### config.mk
export PLATFORM = sky130hd
export DESIGN_NAME = segmented_step_pulse_generator_unit
export DESIGN_NICKNAME = d
export VERILOG_FILES = /design/src/hw/rtl/sspg_pkg.sv /design/src/hw/rtl/sspg_ctrl.sv /design/src/hw/rtl/sspg_dp.sv /design/src/hw/rtl/segmented_step_pulse_generator_unit.sv
export SDC_FILE = /design/constraint.sdc
export NUM_CORES = 2
export LEC_CHECK = 0
export ABC_CLOCK_PERIOD_IN_PS = 10200
export BUFFER_PORTS_ARGS = -buffer_cell sky130_fd_sc_hd__buf_2
export CORE_MARGIN = 4
export CORE_UTILIZATION = 55
export DETAILED_ROUTE_END_ITERATION = 8
export PLACE_DENSITY = 0.72
export SLEW_MARGIN = 20
export SYNTH_ARGS = -nofsm -noshare
export SYNTH_HDL_FRONTEND = slang
export SYNTH_SLANG_ARGS = --single-unit
export TNS_END_PERCENT = 100
### constraint.sdc
create_clock -name i_clk -period 10.2 [get_ports i_clk]
set_clock_uncertainty 0.05 [all_clocks]
set_input_delay 3.06 -clock i_clk [delete_from_list [all_inputs] [get_ports i_clk]]
set_output_delay 3.06 -clock i_clk [all_outputs]
set_load 0.03 [all_outputs]
### src/hw/rtl/sspg_pkg.sv
`default_nettype none
package sspg_pkg;

    localparam int SSPG_MAX_SEGMENTS = 16;

    // command codes
    localparam logic [2:0] CMD_LOAD   = 3'd0;
    localparam logic [2:0] CMD_ARM    = 3'd1;
    localparam logic [2:0] CMD_STOP   = 3'd2;
    localparam logic [2:0] CMD_TICK   = 3'd3;
    localparam logic [2:0] CMD_SETPOS = 3'd4;
    localparam logic [2:0] CMD_CLEAR  = 3'd5;

    // status codes
    localparam logic [1:0] ST_OK       = 2'd0;
    localparam logic [1:0] ST_BUSY     = 2'd1;
    localparam logic [1:0] ST_INVALID  = 2'd2;
    localparam logic [1:0] ST_NO_DECEL = 2'd3;

    // finish reasons
    localparam logic [1:0] FIN_NONE    = 2'd0;
    localparam logic [1:0] FIN_TARGET  = 2'd1;
    localparam logic [1:0] FIN_STOPPED = 2'd2;

    // configuration register indexes
    localparam logic [1:0] CFG_MIN_HALF   = 2'd0;
    localparam logic [1:0] CFG_DIR_HIGH   = 2'd1;
    localparam logic [1:0] CFG_DIR_SETUP  = 2'd2;

    typedef struct packed {
        logic [2:0]         cmd;
        logic [3:0]         seg_index;
        logic [31:0]        seg_steps;
        logic [31:0]        seg_half_period;
        logic               move_forward;
        logic [4:0]         seg_count;
        logic [31:0]        total_steps;
        logic               decelerate;
        logic signed [31:0] new_position;
    } t_sspg_in;

    typedef struct packed {
        logic [1:0]         status_code;
        logic               step_level;
        logic               dir_level;
        logic               running;
        logic [1:0]         finish_reason;
        logic signed [31:0] position;
        logic [31:0]        steps_done;
        logic [31:0]        active_half_period;
    } t_sspg_out;

    typedef struct packed {
        logic [31:0] steps;
        logic [31:0] half;
    } t_sspg_seg;

    // controller -> datapath
    typedef struct packed {
        logic       exec;
        logic       arm_go;
        logic       rd_val;
        logic       chk;
        logic       commit;
        logic       out_load;
        logic [1:0] status;
    } t_sspg_ctl;

    // datapath -> controller
    typedef struct packed {
        logic running;
        logic pre_bad;
        logic chk_bad;
        logic chk_last;
        logic sum_ok;
    } t_sspg_sts;

endpackage
`default_nettype wire

### src/hw/rtl/sspg_ctrl.sv
`default_nettype none
module sspg_ctrl
    import sspg_pkg::*;
(
    input  wire logic       i_clk,
    input  wire logic       i_rst_n,
    input  wire logic       i_in_valid,
    output logic            o_in_stall,
    input  wire logic [2:0] i_cmd,
    input  wire logic       i_decelerate,
    input  wire t_sspg_sts  i_sts,
    output t_sspg_ctl       o_ctl,
    output logic            o_out_valid,
    input  wire logic       i_out_stall
);

    localparam logic [1:0] S_IDLE = 2'd0;
    localparam logic [1:0] S_VRD  = 2'd1;
    localparam logic [1:0] S_VCHK = 2'd2;

    logic [1:0] r_state, n_state;
    logic       r_out_valid, n_out_valid;
    logic       w_out_free;
    logic       w_accept;

    assign w_out_free  = !r_out_valid || !i_out_stall;
    assign o_in_stall  = !((r_state == S_IDLE) && w_out_free);
    assign w_accept    = i_in_valid && !o_in_stall;
    assign o_out_valid = r_out_valid;

    always_comb begin
        n_state = r_state;
        o_ctl   = '0;
        case (r_state)
            S_IDLE: begin
                if (w_accept) begin
                    if (i_cmd == CMD_ARM && !i_sts.running && !i_sts.pre_bad) begin
                        o_ctl.arm_go = 1'b1;
                        n_state      = S_VRD;
                    end else begin
                        o_ctl.exec     = 1'b1;
                        o_ctl.out_load = 1'b1;
                        case (i_cmd)
                            CMD_LOAD, CMD_SETPOS, CMD_CLEAR:
                                o_ctl.status = i_sts.running ? ST_BUSY : ST_OK;
                            CMD_ARM:
                                o_ctl.status = i_sts.running ? ST_BUSY : ST_INVALID;
                            CMD_STOP:
                                o_ctl.status = i_decelerate ? ST_NO_DECEL : ST_OK;
                            default:
                                o_ctl.status = ST_OK;
                        endcase
                    end
                end
            end
            S_VRD: begin
                o_ctl.rd_val = 1'b1;
                n_state      = S_VCHK;
            end
            S_VCHK: begin
                o_ctl.chk = 1'b1;
                if (i_sts.chk_bad) begin
                    o_ctl.out_load = 1'b1;
                    o_ctl.status   = ST_INVALID;
                    n_state        = S_IDLE;
                end else if (i_sts.chk_last) begin
                    o_ctl.out_load = 1'b1;
                    o_ctl.commit   = i_sts.sum_ok;
                    o_ctl.status   = i_sts.sum_ok ? ST_OK : ST_INVALID;
                    n_state        = S_IDLE;
                end else begin
                    n_state = S_VRD;
                end
            end
            default: begin
                n_state = S_IDLE;
            end
        endcase
    end

    always_comb begin
        if (o_ctl.out_load) begin
            n_out_valid = 1'b1;
        end else begin
            n_out_valid = r_out_valid && i_out_stall;
        end
    end

    always_ff @(posedge i_clk) begin
        if (!i_rst_n) begin
            r_state     <= S_IDLE;
            r_out_valid <= 1'b0;
        end else begin
            r_state     <= n_state;
            r_out_valid <= n_out_valid;
        end
    end

endmodule
`default_nettype wire

### src/hw/rtl/sspg_dp.sv
`default_nettype none
module sspg_dp
    import sspg_pkg::*;
#(
    parameter int MAX_SEGMENTS = SSPG_MAX_SEGMENTS
) (
    input  wire logic        i_clk,
    input  wire logic        i_rst_n,
    input  wire t_sspg_in    i_item,
    input  wire t_sspg_ctl   i_ctl,
    output t_sspg_sts        o_sts,
    output t_sspg_out        o_out_item,
    input  wire logic        i_cfg_we,
    input  wire logic [1:0]  i_cfg_idx,
    input  wire logic [31:0] i_cfg_data
);

    localparam int IW = (MAX_SEGMENTS > 1) ? $clog2(MAX_SEGMENTS) : 1;

    // configuration
    logic [31:0] r_min_half;
    logic        r_dir_high;
    logic [31:0] r_dir_setup;

    // segment table, one read port with registered data
    t_sspg_seg   r_mem [MAX_SEGMENTS];
    t_sspg_seg   r_rd;
    logic        w_we;
    logic [IW-1:0] w_waddr;
    logic [IW-1:0] w_raddr;

    // move state
    logic [4:0]         r_used, n_used;
    logic [IW-1:0]      r_cur, n_cur;
    logic [31:0]        r_cur_half, n_cur_half;
    logic [31:0]        r_cur_steps, n_cur_steps;
    logic [31:0]        r_sis, n_sis;
    logic [31:0]        r_emitted, n_emitted;
    logic signed [31:0] r_pos, n_pos;
    logic [32:0]        r_ticks, n_ticks;
    logic               r_running, n_running;
    logic               r_step_high, n_step_high;
    logic               r_dir, n_dir;
    logic               r_fwd, n_fwd;
    logic               r_fep, n_fep;
    logic [1:0]         r_reason, n_reason;

    // arm validation
    logic [4:0]    r_count, n_count;
    logic [31:0]   r_total, n_total;
    logic          r_arm_fwd, n_arm_fwd;
    logic [IW-1:0] r_idx, n_idx;
    logic [31:0]   r_sum, n_sum;

    logic [31:0] w_min_hp;
    logic [31:0] w_sis_inc;
    t_sspg_out   r_out;

    assign w_min_hp = (r_min_half == 32'd0) ? 32'd1 : r_min_half;
    assign w_sis_inc = r_sis + 32'd1;

    assign o_sts.running  = r_running;
    assign o_sts.pre_bad  = (i_item.seg_count == 5'd0)
                         || (32'(i_item.seg_count) > 32'(MAX_SEGMENTS))
                         || (i_item.total_steps == 32'd0);
    assign o_sts.chk_bad  = (r_rd.steps == 32'd0) || (r_rd.half < w_min_hp);
    assign o_sts.chk_last = (32'(r_idx) + 32'd1) >= 32'(r_count);
    assign o_sts.sum_ok   = (r_sum + r_rd.steps) == r_total;

    assign w_we    = i_ctl.exec && (i_item.cmd == CMD_LOAD) && !r_running
                  && (32'(i_item.seg_index) < 32'(MAX_SEGMENTS));
    assign w_waddr = IW'(i_item.seg_index);
    // while running the read port holds the entry after the current one
    assign w_raddr = i_ctl.rd_val ? r_idx : (n_cur + IW'(1));

    always_ff @(posedge i_clk) begin
        if (w_we) begin
            r_mem[w_waddr] <= '{steps: i_item.seg_steps, half: i_item.seg_half_period};
        end
        r_rd <= r_mem[w_raddr];
    end

    always_comb begin
        n_used      = r_used;
        n_cur       = r_cur;
        n_cur_half  = r_cur_half;
        n_cur_steps = r_cur_steps;
        n_sis       = r_sis;
        n_emitted   = r_emitted;
        n_pos       = r_pos;
        n_ticks     = r_ticks;
        n_running   = r_running;
        n_step_high = r_step_high;
        n_dir       = r_dir;
        n_fwd       = r_fwd;
        n_fep       = r_fep;
        n_reason    = r_reason;
        n_count     = r_count;
        n_total     = r_total;
        n_arm_fwd   = r_arm_fwd;
        n_idx       = r_idx;
        n_sum       = r_sum;

        if (i_ctl.arm_go) begin
            n_count   = i_item.seg_count;
            n_total   = i_item.total_steps;
            n_arm_fwd = i_item.move_forward;
            n_idx     = '0;
            n_sum     = 32'd0;
        end

        if (i_ctl.chk) begin
            if (r_idx == '0) begin
                n_cur_half  = r_rd.half;
                n_cur_steps = r_rd.steps;
            end
            n_sum = r_sum + r_rd.steps;
            n_idx = r_idx + IW'(1);
        end

        if (i_ctl.commit) begin
            n_used      = r_count;
            n_cur       = '0;
            n_sis       = 32'd0;
            n_emitted   = 32'd0;
            n_reason    = FIN_NONE;
            n_fwd       = r_arm_fwd;
            n_dir       = r_arm_fwd ? r_dir_high : !r_dir_high;
            n_step_high = 1'b0;
            n_fep       = 1'b0;
            n_running   = 1'b1;
            n_ticks     = 33'(r_dir_setup) + 33'(n_cur_half);
        end

        if (i_ctl.exec) begin
            case (i_item.cmd)
                CMD_STOP: begin
                    if (!i_item.decelerate && r_running) begin
                        n_step_high = 1'b0;
                        n_fep       = 1'b0;
                        n_running   = 1'b0;
                        n_reason    = FIN_STOPPED;
                    end
                end
                CMD_TICK: begin
                    if (r_running) begin
                        if (r_ticks <= 33'd1) begin
                            n_step_high = !r_step_high;
                            if (r_step_high) begin
                                // falling edge; the move ends here after its last step
                                if (r_fep) begin
                                    n_running = 1'b0;
                                    n_reason  = FIN_TARGET;
                                    n_fep     = 1'b0;
                                end else begin
                                    n_ticks = 33'(r_cur_half);
                                end
                            end else begin
                                n_pos     = r_fwd ? (r_pos + 32'sd1) : (r_pos - 32'sd1);
                                n_emitted = r_emitted + 32'd1;
                                n_sis     = w_sis_inc;
                                n_ticks   = 33'(r_cur_half);
                                if (w_sis_inc >= r_cur_steps) begin
                                    if ((32'(r_cur) + 32'd1) >= 32'(r_used)) begin
                                        n_fep = 1'b1;
                                    end else begin
                                        n_sis       = 32'd0;
                                        n_cur       = r_cur + IW'(1);
                                        n_cur_half  = r_rd.half;
                                        n_cur_steps = r_rd.steps;
                                        n_ticks     = 33'(r_rd.half);
                                    end
                                end
                            end
                        end else begin
                            n_ticks = r_ticks - 33'd1;
                        end
                    end
                end
                CMD_SETPOS: begin
                    if (!r_running) begin
                        n_pos = i_item.new_position;
                    end
                end
                CMD_CLEAR: begin
                    if (!r_running) begin
                        n_reason = FIN_NONE;
                    end
                end
                default: begin
                end
            endcase
        end
    end

    always_ff @(posedge i_clk) begin
        if (!i_rst_n) begin
            r_min_half  <= 32'd1;
            r_dir_high  <= 1'b1;
            r_dir_setup <= 32'd0;
        end else if (i_cfg_we) begin
            case (i_cfg_idx)
                CFG_MIN_HALF:  r_min_half  <= i_cfg_data;
                CFG_DIR_HIGH:  r_dir_high  <= i_cfg_data[0];
                CFG_DIR_SETUP: r_dir_setup <= i_cfg_data;
                default: begin
                end
            endcase
        end
    end

    always_ff @(posedge i_clk) begin
        if (!i_rst_n) begin
            r_used      <= 5'd0;
            r_cur       <= '0;
            r_cur_half  <= 32'd0;
            r_cur_steps <= 32'd0;
            r_sis       <= 32'd0;
            r_emitted   <= 32'd0;
            r_pos       <= 32'sd0;
            r_ticks     <= 33'd0;
            r_running   <= 1'b0;
            r_step_high <= 1'b0;
            r_dir       <= 1'b0;
            r_fwd       <= 1'b0;
            r_fep       <= 1'b0;
            r_reason    <= FIN_NONE;
        end else begin
            r_used      <= n_used;
            r_cur       <= n_cur;
            r_cur_half  <= n_cur_half;
            r_cur_steps <= n_cur_steps;
            r_sis       <= n_sis;
            r_emitted   <= n_emitted;
            r_pos       <= n_pos;
            r_ticks     <= n_ticks;
            r_running   <= n_running;
            r_step_high <= n_step_high;
            r_dir       <= n_dir;
            r_fwd       <= n_fwd;
            r_fep       <= n_fep;
            r_reason    <= n_reason;
        end
    end

    always_ff @(posedge i_clk) begin
        r_count   <= n_count;
        r_total   <= n_total;
        r_arm_fwd <= n_arm_fwd;
        r_idx     <= n_idx;
        r_sum     <= n_sum;
        if (i_ctl.out_load) begin
            r_out.status_code        <= i_ctl.status;
            r_out.step_level         <= n_step_high;
            r_out.dir_level          <= n_dir;
            r_out.running            <= n_running;
            r_out.finish_reason      <= n_reason;
            r_out.position           <= n_pos;
            r_out.steps_done         <= n_emitted;
            r_out.active_half_period <= n_running ? n_cur_half : 32'd0;
        end
    end

    assign o_out_item = r_out;

endmodule
`default_nettype wire

### src/hw/rtl/segmented_step_pulse_generator_unit.sv
`default_nettype none
// Step/direction pulse generator driven by a stream of command items, one result item
// per command. Every command is executed as soon as it is accepted, ticks included,
// so a tick can be accepted on every clock while the result register drains; the
// result shows the state after the command. The exception is an arm that passes its
// count and total checks: it walks the segment table through the table's single
// registered read port, reading and then checking each segment, so it holds the input
// until its result appears, stopping early when a segment fails its check.
// Configuration writes are taken at any time, meant for idle periods.
module segmented_step_pulse_generator_unit
    import sspg_pkg::*;
#(
    parameter int MAX_SEGMENTS = SSPG_MAX_SEGMENTS
) (
    input  wire logic        i_clk,
    input  wire logic        i_rst_n,
    input  wire logic        i_in_valid,
    output logic             o_in_stall,
    input  wire t_sspg_in    i_in_item,
    output logic             o_out_valid,
    input  wire logic        i_out_stall,
    output t_sspg_out        o_out_item,
    input  wire logic        i_cfg_we,
    input  wire logic [1:0]  i_cfg_idx,
    input  wire logic [31:0] i_cfg_data
);

    t_sspg_ctl w_ctl;
    t_sspg_sts w_sts;

    sspg_ctrl u_ctrl (
        .i_clk        (i_clk),
        .i_rst_n      (i_rst_n),
        .i_in_valid   (i_in_valid),
        .o_in_stall   (o_in_stall),
        .i_cmd        (i_in_item.cmd),
        .i_decelerate (i_in_item.decelerate),
        .i_sts        (w_sts),
        .o_ctl        (w_ctl),
        .o_out_valid  (o_out_valid),
        .i_out_stall  (i_out_stall)
    );

    sspg_dp #(
        .MAX_SEGMENTS (MAX_SEGMENTS)
    ) u_dp (
        .i_clk      (i_clk),
        .i_rst_n    (i_rst_n),
        .i_item     (i_in_item),
        .i_ctl      (w_ctl),
        .o_sts      (w_sts),
        .o_out_item (o_out_item),
        .i_cfg_we   (i_cfg_we),
        .i_cfg_idx  (i_cfg_idx),
        .i_cfg_data (i_cfg_data)
    );

endmodule
`default_nettype wire
* Yosys cells after proc, flatten, opt, wreduce, memory -nomap -nowiden
Memories as Yosys holds them, arrays and structs flattened. A register that Yosys moved wholly into a read port is not among the register bits.
Cells that the tools add are included.
** Storage, ports and cells
- Bits in read-only memories :: 0
- Memories :: 1
- Input bits :: 181
- RAM bits :: 1024
- Bits in latches :: 0
- Register bits :: 454
- Output and inout bits :: 105
- Word-level logic and storage cells :: 219
** Memories
- u_dp.r_mem :: words 16, width 64, read ports 1, clocked after memory_dff 1, write ports 1, line sspg_dp.sv:26 : t_sspg_seg r_mem [MAX_SEGMENTS];
** Cells by class
- Muxes and demuxes :: 122
- Reduce and logical (&&, ||, !) cells :: 34
- Multiply operators :: 0
- $add $sub $neg :: 12
- Equal/unequal tests :: 12
- Div/mod/pow operators :: 0
- Magnitude comparators :: 6
- Shift-type cells :: 0
- Bitwise gates (word level) :: 0
** Operators with widths (number)
- 2-to-1 mux 32 bit :: 42
- 2-to-1 mux 33 bit :: 8
- logical NOT 32 bit :: 3
- adder 32 x 1 -> 32 bit, second input constant :: 2
- greater-or-equal comparator 32 x 5 -> 1 bit :: 2
- one-hot mux 32 bit (2 select lines) :: 1
- 2-to-1 mux 4 bit :: 12
- adder 32 x 32 -> 33 bit :: 1
- <= comparator 33 x 1 -> 1 bit, second input constant :: 1
- 2-to-1 mux 1 bit :: 33
- subtractor 33 x 1 -> 33 bit, second input constant :: 1
- adder 32 x 2 -> 32 bit, second input constant :: 1
- adder 32 bit :: 1
- == test 32 bit :: 1
- greater-or-equal comparator 32 bit :: 1
- less-than comparator 32 bit :: 1
- 2-to-1 mux 2 bit :: 16
- subtractor 32 x 2 -> 32 bit, second input constant :: 1
- one-hot mux 2 bit (3 select lines) :: 3
- adder 4 x 1 -> 4 bit, second input constant :: 3
- adder 4 x 1 -> 5 bit, second input constant :: 2
- 2-to-1 mux 3 bit :: 3
- logical AND 1 bit :: 8
- logical NOT 1 bit :: 8
- 18 further kinds :: 31

* Depth between registers and ports, before layout
- Word-level depth :: 16
- Mapped depth :: 35
- Mapped depth without buffers :: 33

* Modules after synthesis
From an unflattened synthesis, not the netlist that was laid out.
** Unflattened totals
- Cell total of the unflattened synthesis :: 5281
- Area, all modules :: 69272.7 sq um
** By module, submodules not included
- sspg_dp :: times used 1, seq. area each 42831.1 sq um, area an instance 69017.4 sq um, cells each 5251
- sspg_ctrl :: times used 1, seq. area each 60.1 sq um, area an instance 255.2 sq um, cells each 30

* Worst setup path after synthesis
No wires, ideal clock.
- Path type :: input to register
- Start point :: input i_out_stall
- End point :: memory u_dp.r_mem[0][0] in the netlist's numbering (enable)
- Stages :: 5
- Data arrival time :: 8.587 ns
- Slack :: 0.998 ns
- Buffers on the path :: 0
- Setup time :: 0.565 ns
- Cell sequence :: a211o_1 > or2_2 > nor4_1 > nand2b_1 > nor3_1
** On the way
- Cells in the longest elaborated chain, start to end :: 10
** RTL lines
- from (decl) :: line segmented_step_pulse_generator_unit.sv:21 : input wire logic i_out_stall,
- logical NOT 1 bit :: line sspg_ctrl.sv:26 : assign w_out_free = !r_out_valid || !i_out_stall;
- logical OR 1 bit :: line sspg_ctrl.sv:26
- logical AND 1 bit :: line sspg_ctrl.sv:27 : assign o_in_stall = !((r_state == S_IDLE) && w_out_free);
- logical AND 1 bit :: line sspg_ctrl.sv:28 : assign w_accept = i_in_valid && !o_in_stall;
- 2-to-1 mux 2 bit :: line sspg_ctrl.sv:36 : if (w_accept) begin
- 2-to-1 mux 2 bit :: line sspg_ctrl.sv:34 : case (r_state)
- logical AND 1 bit (2 in series) :: line sspg_dp.sv:70 : assign w_we = i_ctl.exec && (i_item.cmd == CMD_LOAD) && !r_running
- 2-to-1 mux 1 bit :: line sspg_dp.sv:77 : if (w_we) begin
- 2-to-1 mux 1 bit (implied by the code) :: line sspg_dp.sv:78 : r_mem[w_waddr] <= '{steps: i_item.seg_steps, half: i_item.seg_half_period};
- to (decl) :: line sspg_dp.sv:26
Every way passes these cells.

* Worst setup path in the final report
- Start point :: register u_dp.r_sis[2]
- End point :: register u_dp.r_rd[3] (netlist name)
** On the way
- Cells in the longest elaborated chain, start to end :: 10
** RTL lines
- from (decl) :: line sspg_dp.sv:37 : logic [31:0] r_sis, n_sis;
- from (signal assigned) :: line sspg_dp.sv:233 : r_sis <= n_sis;
- adder 32 x 1 -> 32 bit :: line sspg_dp.sv:60 : assign w_sis_inc = r_sis + 32'd1;
- greater-or-equal comparator 32 bit :: line sspg_dp.sv:163 : if (w_sis_inc >= r_cur_steps) begin
- 2-to-1 mux 4 bit :: line sspg_dp.sv:163
- 2-to-1 mux 4 bit :: line sspg_dp.sv:149 : if (r_step_high) begin
- 2-to-1 mux 4 bit :: line sspg_dp.sv:147 : if (r_ticks <= 33'd1) begin
- 2-to-1 mux 4 bit :: line sspg_dp.sv:146 : if (r_running) begin
- 2-to-1 mux 4 bit :: line sspg_dp.sv:136 : case (i_item.cmd)
- 2-to-1 mux 4 bit :: line sspg_dp.sv:135 : if (i_ctl.exec) begin
- adder 4 x 1 -> 4 bit :: line sspg_dp.sv:74 : assign w_raddr = i_ctl.rd_val ? r_idx : (n_cur + IW'(1));
- 2-to-1 mux 4 bit :: line sspg_dp.sv:74
Every way passes these cells.
A chain may end at the register's enable or synchronous reset.

==> flow_summary.json <==
{
  "run_status": "complete, no violations",
  "synthTopCellsByArea": "sky130_fd_sc_hd__edfxtp_1 (53%), sky130_fd_sc_hd__dfxtp_1 (10%), sky130_fd_sc_hd__mux4_2 (8.6%)",
  "synth_seq_cells": 1542,
  "yosys.area.top_type_share": 0.535,
  "vdd_ir_drop_max_mv": 0.182,
  "cts_tree": "built",
  "first_pass_grt_wire_length_um": 252000,
  "syn-num-nets": 5087,
  "met3WireLength_um": 14700,
  "main_combinational_cell_family_by_area_after_synthesis": "multiplexers",
  "final_cell_count_no_fill": 6785,
  "clock_sink_count": 1542,
  "syn_inst": 4729,
  "path_class": "reg2reg",
  "initialDrtViolationCount": 4226,
  "final_number_of_hold_violating_endpoints": 0,
  "synth-xor-area-share": 0.0273,
  "grtUsageTotal": 0.262,
  "cts_made_buffers": 156,
  "count_of_flip_flops_with_a_built_in_enable_after_synthesis": 1201,
  "clk-insertion-delay-late_ns": 0.79,
  "floorplan.core_area_um2": 122000,
  "syn_avg_cell_area_um2": 14.3,
  "worst_r2r_startpoint": "u_dp.r_sis[2]",
  "power-per-cell-area_nw_per_um2": 170,
  "synthToLayoutAreaGrowth_pct": 12.4,
  "min_path_cells": 2,
  "io-pin-count": 286,
  "routabilityCongestion": 0.936,
  "ctsResizeCount": 0,
  "cts_max_path_buffers": 3,
  "p_int_mw": 10.1,
  "dp_cells": 6481,
  "synth-seq-area-share": 0.636,
  "synth.distinct_cells": 85,
  "worstMarginPinSlew_ns": 1.13,
  "multiInputGateArea_um2": 23200,
  "avgRoutedWirePerCell_um": 24.8,
  "global_route.overflow_total": 0,
  "totalWireLength_um": 168000,
  "arrival_ns": 8.91,
  "layout_worst_path_cycle_share": 0.815,
  "crit_path_frequent_cell": "sky130_fd_sc_hd__and3_1",
  "pin_count_of_the_biggest_net_entering_global_routing": 118,
  "initial_core_util": 0.554,
  "switching_share": 0.214,
  "synth-warning-count": 0,
  "most_common_library_cells_after_synthesis": "sky130_fd_sc_hd__edfxtp_1 (1,201), sky130_fd_sc_hd__nand2_1 (367), sky130_fd_sc_hd__dfxtp_1 (341)",
  "critical_path.startpoint_type": "register",
  "compound_gate_fraction_of_synth_area": 0.0722,
  "design.die.area_um2": 128000,
  "grt_setup_unrepaired": "false",
  "worst_hold_startpoint": "u_dp.r_cur_steps[23]",
  "cp_max_stage_cell": "sky130_fd_sc_hd__a31o_4",
  "fin_setup_tns_ns": 0,
  "dpl_worst_slack_ns": 1.41,
  "grt_pass1_vias": 40700,
  "port_buffers": 285,
  "dieHeight_um": 358,
  "power.net_switching_mw": 2.76,
  "met1_length_um": 69500,
  "final_critical_path_setup_slack_ns": 1.89,
  "worstPathMaxFanout": 58,
  "share_of_final_layout_standard_cells_stronger_than_drive_strength_1": 0.172,
  "post_synth_and_or_nand_nor_area_fraction": 0.0794,
  "detailroute.via_count": 41700,
  "postCtsSetupRepairBufs": 0,
  "post-synth-top-area-cell": "sky130_fd_sc_hd__edfxtp_1",
  "critical-path-max-stage-delay_ns": 0.67,
  "synth_ff_type": "sky130_fd_sc_hd__edfxtp_1",
  "layout_min_cycle_time_ns": 8.31,
  "cts_max_level": 4,
  "p_seq_frac": 0.532,
  "drv.max_cap_violation_count": 0,
  "rr_endpoint": "u_dp.r_rd[3]",
  "yosys.area_share.adder": 0.0332,
  "power.clock.fraction": 0.430,
  "fill_cell_count": 8985,
  "clk_pin_slew_ns": 0.06,
  "logic_depth_of_the_worst_register_to_register_path": 30,
  "comb_power_share": 0.038,
  "placement_row_count": 128,
  "drtAntennaViolNets": 0,
  "sequential_cell_area_in_the_final_layout_um2": 42900,
  "finalPower_mw": 12.9,
  "post-route-drc-count": 0,
  "hp-class": "reg2reg",
  "timing.hold.worst_endpoint": "u_dp.r_cur_steps[23]",
  "timing.critical_path.required_ns": 10.79,
  "mappedNetlistArea_um2": 67400,
  "firstDrtPassIters": 6,
  "grt_antenna_before_repair": 32,
  "hpwlAfterDp_um": 102000,
  "synth_async_sr_flop_share": 0,
  "worst_setup_path_end_kind": "register",
  "reg2reg_setup_slack_ns": 1.89,
  "final-setup-viol-count": 0,
  "clk_root_buffer_cell": "sky130_fd_sc_hd__clkbuf_16",
  "yosysMostFrequentCell": "sky130_fd_sc_hd__edfxtp_1",
  "leakagePower_nw": 27.7,
  "timing.slew.headroom": 0.241,
  "die-width_um": 358,
  "max_clock_freq_ghz": 0.120,
  "cts-hold-fix-buffers": 0,
  "wl_met2_um": 78600,
  "vias_cell": 6.14,
  "yosys-mux-area-fraction": 0.128,
  "maxUsedRoutingLayer": "met5",
  "report.final.slew_viol_count": 0,
  "final_nets": 5372
}
## cell usage in the layout (no fill, tap or decap), types with 19 or more instances in the layout
cell                        count
sky130_fd_sc_hd__nor2_1       277
sky130_fd_sc_hd__and2_1        92
sky130_fd_sc_hd__clkinv_1      26
sky130_fd_sc_hd__o211ai_1      22
sky130_fd_sc_hd__nand3_1       55
sky130_fd_sc_hd__mux4_2       256
sky130_fd_sc_hd__and3_1        41
sky130_fd_sc_hd__nand4_1       45
sky130_fd_sc_hd__a211oi_1      84
sky130_fd_sc_hd__buf_4         54
sky130_fd_sc_hd__buf_2        285
sky130_fd_sc_hd__ha_1         174
sky130_fd_sc_hd__inv_1        149
sky130_fd_sc_hd__o21ai_0      159
sky130_fd_sc_hd__nand2b_1      20
sky130_fd_sc_hd__clkbuf_16    161
sky130_fd_sc_hd__xor2_1       106
sky130_fd_sc_hd__a31oi_1       20
sky130_fd_sc_hd__xnor2_1       91
sky130_fd_sc_hd__clkinv_2      23
sky130_fd_sc_hd__a21oi_1      231
sky130_fd_sc_hd__a21o_1        43
sky130_fd_sc_hd__nor2b_1       29
sky130_fd_sc_hd__mux2i_1      285
sky130_fd_sc_hd__diode_2       19
sky130_fd_sc_hd__edfxtp_1    1201
sky130_fd_sc_hd__nor4_1        44
sky130_fd_sc_hd__a22oi_1       26
sky130_fd_sc_hd__nand2_1      365
sky130_fd_sc_hd__dfxtp_1      341
sky130_fd_sc_hd__clkbuf_1      41
sky130_fd_sc_hd__nor3_1        47
## critical path: cells and delay by family (launching register included)
family                     cells  cell delay, ns
and+or+nand+nor               19            4.22
AOI/OAI and AO/OA              4            1.65
adders and majority gates      2            0.57
buffers and inverters          1            0.49
DFF                            1            0.41
muxes                          2            0.38
xor gates and xnor gates       2            0.29
## sequential cells by signal (all words and copies together), names as in the netlist, 5 cells and up
register and flops:
u_dp.r_sis 32, u_dp.r_pos 32, u_dp.r_min_half 32, u_dp.r_mem 1024, u_dp.r_cur_steps 32, u_dp.r_sum 32
u_dp.r_ticks 33, u_dp.r_count 5, u_dp.r_rd 64, u_dp.r_cur_half 32, u_dp.r_used 5, u_dp.r_emitted 32
u_dp.o_out_item 103, u_dp.r_total 32, u_dp.r_dir_setup 32
## cell families (layout without fill, tap and decap cells)
| group | count (synthesis) | after routing |
|---|---|---|
| DFF | 1542 | 1542 |
| and+or+nand+nor | 1123 | 1123 |
| AOI/OAI and AO/OA | 765 | 765 |
| muxes | 545 | 545 |
| buffers and inverters | 375 | 787 |
| xor gates and xnor gates | 202 | 202 |
| adders and majority gates | 177 | 177 |
| other | 0 | 19 |
## stage by stage
stage | area, um^2 | hold WS (ns) | utilization
final | 75800 | 0.398 | 0.622
after global routing | 75700 | 0.425 | 0.622
after CTS | 75700 | 0.402 | 0.622
after detailed placement | 70700 | 0.395 | 0.581
after global placement | 70700 | 0.388 | 0.581
after floorplan | 67400 | 0.382 | -
## power groups by stage
stage                     clock network, mW  registers, mW  logic [mW]
after floorplan                           0           7.04       0.239
after global placement                    0           6.99       0.482
after detailed placement                  0           6.99       0.491
after CTS                              5.64           6.86       0.493
after global routing                   5.92           6.86       0.540
final                                  5.54           6.86       0.495
## routing by layer
| metal | up-vias | track usage |
|---|---|---|
| met5 | - | 0 |
| met4 | 30 | 0.0883 |
| met3 | 320 | 0.0567 |
| met2 | 1675 | 0.411 |
| met1 | 20900 | 0.367 |
| li1 | 18700 | - |
## worst max-delay path by stage
stage | startpoint | depth (start not counted) | end | slack (ns)
after floorplan | i_out_stall | 5 | u_dp.r_mem[0][0] | 1.0
after global routing | u_dp.r_sis[0] | 32 | u_dp.r_rd[12] | 1.19
final | u_dp.r_sis[2] | 30 | u_dp.r_rd[3] | 1.89
after detailed placement | i_in_item[49] | 20 | u_dp.r_rd[12] | 1.41
after CTS | u_dp.r_sis[2] | 30 | u_dp.r_rd[7] | 1.93
after global placement | i_in_item[49] | 20 | u_dp.r_rd[17] | 1.52
## final cells by class
class | instances | area share
diodes | 19 | 0.000628
clock inverters | 78 | 0.00933
well taps | 1625 | 0.0268
flip-flops and latches | 1542 | 0.566
repair buffers | 352 | 0.0276
clock buffers | 207 | 0.0561
inverters | 150 | 0.00750
multi-input cells | 2812 | 0.306
No activity file was read; power rests on OpenSTA's default activity.
